==> src/rtl/ecc_pkg.sv <==
`timescale 1ns / 1ps

package ecc_pkg;

    localparam int MAX_DEPTH      = 4;
    localparam int MAX_REFINEMENT = 4;
    localparam int RADIUS_BITS    = 6;

    localparam int SP_W    = $clog2(MAX_DEPTH);
    localparam int LEV_W   = $clog2(MAX_DEPTH + 1);
    localparam int COORD_W = 18;
    localparam int MAG_W   = 17;
    localparam int R2_W    = 2 * RADIUS_BITS;
    localparam int COEF_W  = 4 * RADIUS_BITS;
    localparam int PW_W    = 9;
    localparam int SIZE_W  = PW_W + 1;
    localparam int CH_W    = 7;
    localparam int WEIGHT_W = 26;
    localparam int BND_W   = 54;
    localparam int SUM_W   = 56;
    localparam int MUL_W   = 32;
    localparam int STEP_W  = 5;

    // register indexes
    localparam logic [2:0] REG_DIMENSIONS = 3'd0;
    localparam logic [2:0] REG_RADIUS_X   = 3'd1;
    localparam logic [2:0] REG_RADIUS_Y   = 3'd2;
    localparam logic [2:0] REG_RADIUS_Z   = 3'd3;
    localparam logic [2:0] REG_DEPTH      = 3'd4;
    localparam logic [2:0] REG_REFINEMENT = 3'd5;

    // setup program steps
    localparam logic [STEP_W-1:0] ST_RX2   = 5'd0;
    localparam logic [STEP_W-1:0] ST_RY2   = 5'd1;
    localparam logic [STEP_W-1:0] ST_RZ2   = 5'd2;
    localparam logic [STEP_W-1:0] ST_CZ    = 5'd3;
    localparam logic [STEP_W-1:0] ST_CX    = 5'd4;
    localparam logic [STEP_W-1:0] ST_CY    = 5'd5;
    localparam logic [STEP_W-1:0] ST_CH0   = 5'd6;
    localparam logic [STEP_W-1:0] ST_CH1   = 5'd7;
    localparam logic [STEP_W-1:0] ST_PW    = 5'd8;
    localparam logic [STEP_W-1:0] ST_FL    = ST_PW + STEP_W'(MAX_DEPTH);
    localparam logic [STEP_W-1:0] ST_S2    = ST_FL + STEP_W'(MAX_DEPTH);
    localparam logic [STEP_W-1:0] ST_B1    = ST_S2 + 5'd1;
    localparam logic [STEP_W-1:0] ST_B2    = ST_S2 + 5'd2;
    localparam logic [STEP_W-1:0] ST_OX    = ST_S2 + 5'd3;
    localparam logic [STEP_W-1:0] ST_OY    = ST_S2 + 5'd4;
    localparam logic [STEP_W-1:0] ST_OZ    = ST_S2 + 5'd5;

    typedef enum logic [2:0] {
        S_IDLE,
        S_SETUP,
        S_SQ,
        S_CF,
        S_CMP,
        S_ADV,
        S_DONE
    } state_t;

endpackage

==> src/rtl/ecc_mul.sv <==
`timescale 1ns / 1ps

// shared unsigned multiplier used by the setup program and the square and coefficient steps
module ecc_mul (
    input  logic [ecc_pkg::MUL_W-1:0]   a,
    input  logic [ecc_pkg::MUL_W-1:0]   b,
    output logic [2*ecc_pkg::MUL_W-1:0] p
);

    assign p = a * b;

endmodule

==> config.mk <==
export PLATFORM = sky130hd
export DESIGN_NAME = ecc_mul
export DESIGN_NICKNAME = d
export VERILOG_FILES = /design/src/rtl/ecc_pkg.sv /design/src/rtl/ecc_mul.sv
export SDC_FILE = /design/constraint.sdc
export NUM_CORES = 2
export LEC_CHECK = 0
export ABC_AREA = 1
export BUFFER_PORTS_ARGS = -buffer_cell sky130_fd_sc_hd__buf_2
export CAP_MARGIN = 5
export CORE_ASPECT_RATIO = 0.5
export CORE_MARGIN = 3
export CORE_UTILIZATION = 40
export DETAILED_ROUTE_END_ITERATION = 8
export PLACE_DENSITY = 0.65
export SETUP_SLACK_MARGIN = 0.15
export SLEW_MARGIN = 20
export SYNTH_ARGS = -nofsm -noshare
export SYNTH_HDL_FRONTEND = slang
export SYNTH_SLANG_ARGS = --single-unit
==> constraint.sdc <==
create_clock -name vclk -period 8.95
set_input_delay 0.895 -clock vclk [all_inputs]
set_output_delay 0.895 -clock vclk [all_outputs]
set_load 0.005 [all_outputs]
# Yosys cells after proc, flatten, opt, wreduce, memory -nomap -nowiden
# Index checks and enable logic that the tools add are counted.
[word_totals] reg_bits=0 in_bits=64 out_inout_bits=64
[classes] mul=1
[op_table] operator="multiplier 32 x 32 -> 64 bit" count=1

# Depth between registers and ports, before layout
[logic_depth] ltp_word=1 depth_mapped=30 ltp_nobuf=29

# Worst setup path after synthesis
# No wires, ideal clock.
[synth_timing] path_kind="input to output" from="input a[25] (netlist name)" to="output p[35] (netlist name)" arrival_ps=6637 t_required_ps=8055 path_slack_ps=1418 stages=25 n_path_buf=1 cell_sequence="clkbuf_1 > nand2_1 > fa_1 > inv_1 > fa_1 > inv_1 > fa_1 > inv_1 > fa_1 > fa_1 > fa_1 > fa_1 > inv_1 > fa_1 > inv_1 > ha_1 > nand2_1 > nor2_2 > inv_2 > nor2_4 > inv_1 > nor2_1 > nor2_1 > nand2_1 > xor2_1"
[synth_between] elab_chain_len=1
[synth_lines] element="start, declared" line_no="ecc_mul.sv:5" rtl="input logic [ecc_pkg::MUL_W-1:0] a,"
[synth_lines] element="multiplier 32 x 32 -> 64 bit" line_no="ecc_mul.sv:10" rtl="assign p = a * b;"
[synth_lines] element="end, declared" line_no="ecc_mul.sv:7" rtl="output logic [2*ecc_pkg::MUL_W-1:0] p"
# Every way passes these cells.

# Worst setup path after layout
[layout_timing] from="input b[11] (netlist name)" to="output p[63] (netlist name)"
[layout_between] elab_chain_len=1
[layout_lines] element="start, declared" line_no="ecc_mul.sv:6" rtl="input logic [ecc_pkg::MUL_W-1:0] b,"
[layout_lines] element="multiplier 32 x 32 -> 64 bit" line_no="ecc_mul.sv:10"
# Every way passes these cells.

==> results.cfg <==
[outcome]
status = finished clean

[die]
fp.dieH_um = 218.4
num_io_pins = 128
rows = 77
initial_core_util = 0.4060
fp.dieW_um = 430.9
core-area_mm2 = 0.08892
dieArea_mm2 = 0.09411

[grt]
grt_pass1_vias = 31280
grt_overflow = 0
grt.total_usage = 0.2229
grt_max_degree = 33
antenna_found_initial = 2
grt_first_pass_wirelength_mm = 167.3

[logic_synthesis]
synthMostInstantiatedCell = inv_1
netlist_area_mm2 = 0.03610
synth_top_area_share = 0.4969
synth_common_cells = 1718 x inv_1, 1569 x nand2_1, 896 x fa_1
synth_fp_nets = 6179
synth_seq_area_share = 0
netlist-cell-type-count = 22
ys_top_cells_by_area = fa_1 50%, inv_1 18%, nand2_1 16%, ha_1 9.1%, clkbuf_1 2.0%
yosysWarningCount = 0
postSynthCellCount = 4956
synth.avg_cell_area_um2 = 7.284
yosysTopAreaCell = fa_1

[sta]
final_max_slew_viol_count = 0
fin_ws_ps = 368.5
slew_headroom = 0.5288
fmax_ghz = 0.1165
worst_pin_slew_ps = 706.8
hold_viol = 0
finalCritPeriodShare = 0.9588
fin_crit_ps = 8582
tns_ps = 0
rsz0062_at_grt = true
setup_viol = 0

[route]
drt_iter0_drc = 2050
first_pass_iters = 6
routed_via_density = 4.762
routed-via-count = 29330
drc = 0
wl_mm = 101.2
drtAntennaViolNets = 0
wl_per_cell_um = 16.42

[setup_path]
crit_top_cell = fa_1
critical_path_buf_inv_count = 8
cp_top_family = adder cells
worst_ep_required_time_ps = 8060
cp.depth = 27
slowest_stage = fa_1
end_kind = primary output
startpoint_type = input port
worst-setup-path-type = in2out
worstPathArrival_ps = 7690
path_max_fanout = 32
slowest_delay_ps = 570

[finish]
clockBufferCount = 0
final_layout_size_suffix_gt1_frac = 0.05671
fin_area_mm2 = 0.03821
syn2layout_area_growth_pct = 5.847
seq_cells = 0
fin_cells = 6160
regArea_um2 = 0
multi_input_area_mm2 = 0.02889
final_nets = 6198
fillerInstances = 9082

[placed_design]
place.port_buffers = 128
place_worst_setup_slack_ps = 234.4
gp_congestion = 0.9509
dp_hpwl_mm = 89.56
postPlaceCellArea_mm2 = 0.03812
dp_cells = 6158

[cts]
postCtsSetupRepairBufs = 0

[worst_hold_path]
min_path_cells = 4
hold_path.class = in2out

[job]
cap_violations = 0
## per-stage QoR
stage,hold slack [ps],utilization
finish,2410,0.4297
CTS,2410,0.4287
global placement,2406,0.4287
floorplan,1871,-
detailed placement,2410,0.4287
global route,2474,0.4297
## tightest hold or removal path, stage by stage
cell	delay [ps]
buf_2	320
nand2_1	160
inv_1	30
buf_2	110
## placed cells by master, fill, tap and decap left out, types with 2 or more instances in the layout
| master | count |
|---|---|
| inv_1 | 1718 |
| buf_4 | 82 |
| nand2_2 | 8 |
| fa_1 | 896 |
| diode_2 | 2 |
| nand3_1 | 58 |
| o21ai_0 | 2 |
| nand4_1 | 16 |
| xor2_1 | 32 |
| nor2_2 | 25 |
| ha_2 | 6 |
| nand3_2 | 7 |
| buf_2 | 101 |
| xnor2_1 | 4 |
| inv_2 | 15 |
| nand2_1 | 1569 |
| o21bai_1 | 11 |
| nor3_2 | 6 |
| a21oi_1 | 44 |
| nor2_4 | 4 |
| clkbuf_4 | 25 |
| ha_1 | 257 |
| nor2_1 | 73 |
| nor3_1 | 11 |
## cell type report
| class | instances | share of cell area |
|---|---|---|
| antenna | 2 | 0.0001310 |
| tap | 1185 | 0.03880 |
| inverter | 1733 | 0.1702 |
| timing repair buffer | 209 | 0.03478 |
| multi-input combinational | 3031 | 0.7561 |
## cells by family (layout without fill, tap and decap cells)
kind of cell | count (synthesis) | in the layout | share of synthesized area
buffers and inverters | 1925 | 1942 | 0.2002
other | 0 | 2 | 0
adder cells (fa/ha/maj) | 1159 | 1159 | 0.5880
XOR/XNOR | 36 | 36 | 0.008734
AO/OA/AOI/OAI | 58 | 58 | 0.008977
AND/OR/NAND/NOR | 1778 | 1778 | 0.1941
## routing by layer
| layer | track usage | part of all wire | up-vias | routed length [um] |
|---|---|---|---|---|
| met5 | 0 | 0 | - | 0 |
| met4 | 0.03553 | 0.018 | 0 | 1855 |
| met3 | 0.01551 | 0.065 | 128 | 6572 |
| met2 | 0.3876 | 0.48 | 948 | 49030 |
| met1 | 0.3120 | 0.43 | 14810 | 43690 |
| li1 | - | - | 13450 | - |
## repair_timing
action / CTS / global route
setup endpoints to repair: 0 / 38
gates resized for setup: 0 / 35
hold buffers: 0 / 0
## path summary, 6_finish.rpt
check	end	from
worst min-delay path	p[0]	b[0]
worst max-delay path	p[63]	b[11]
Power is left out: the tool's default activity adds up to more than one toggle a clock period on the data nets, which glitch-free logic cannot reach.
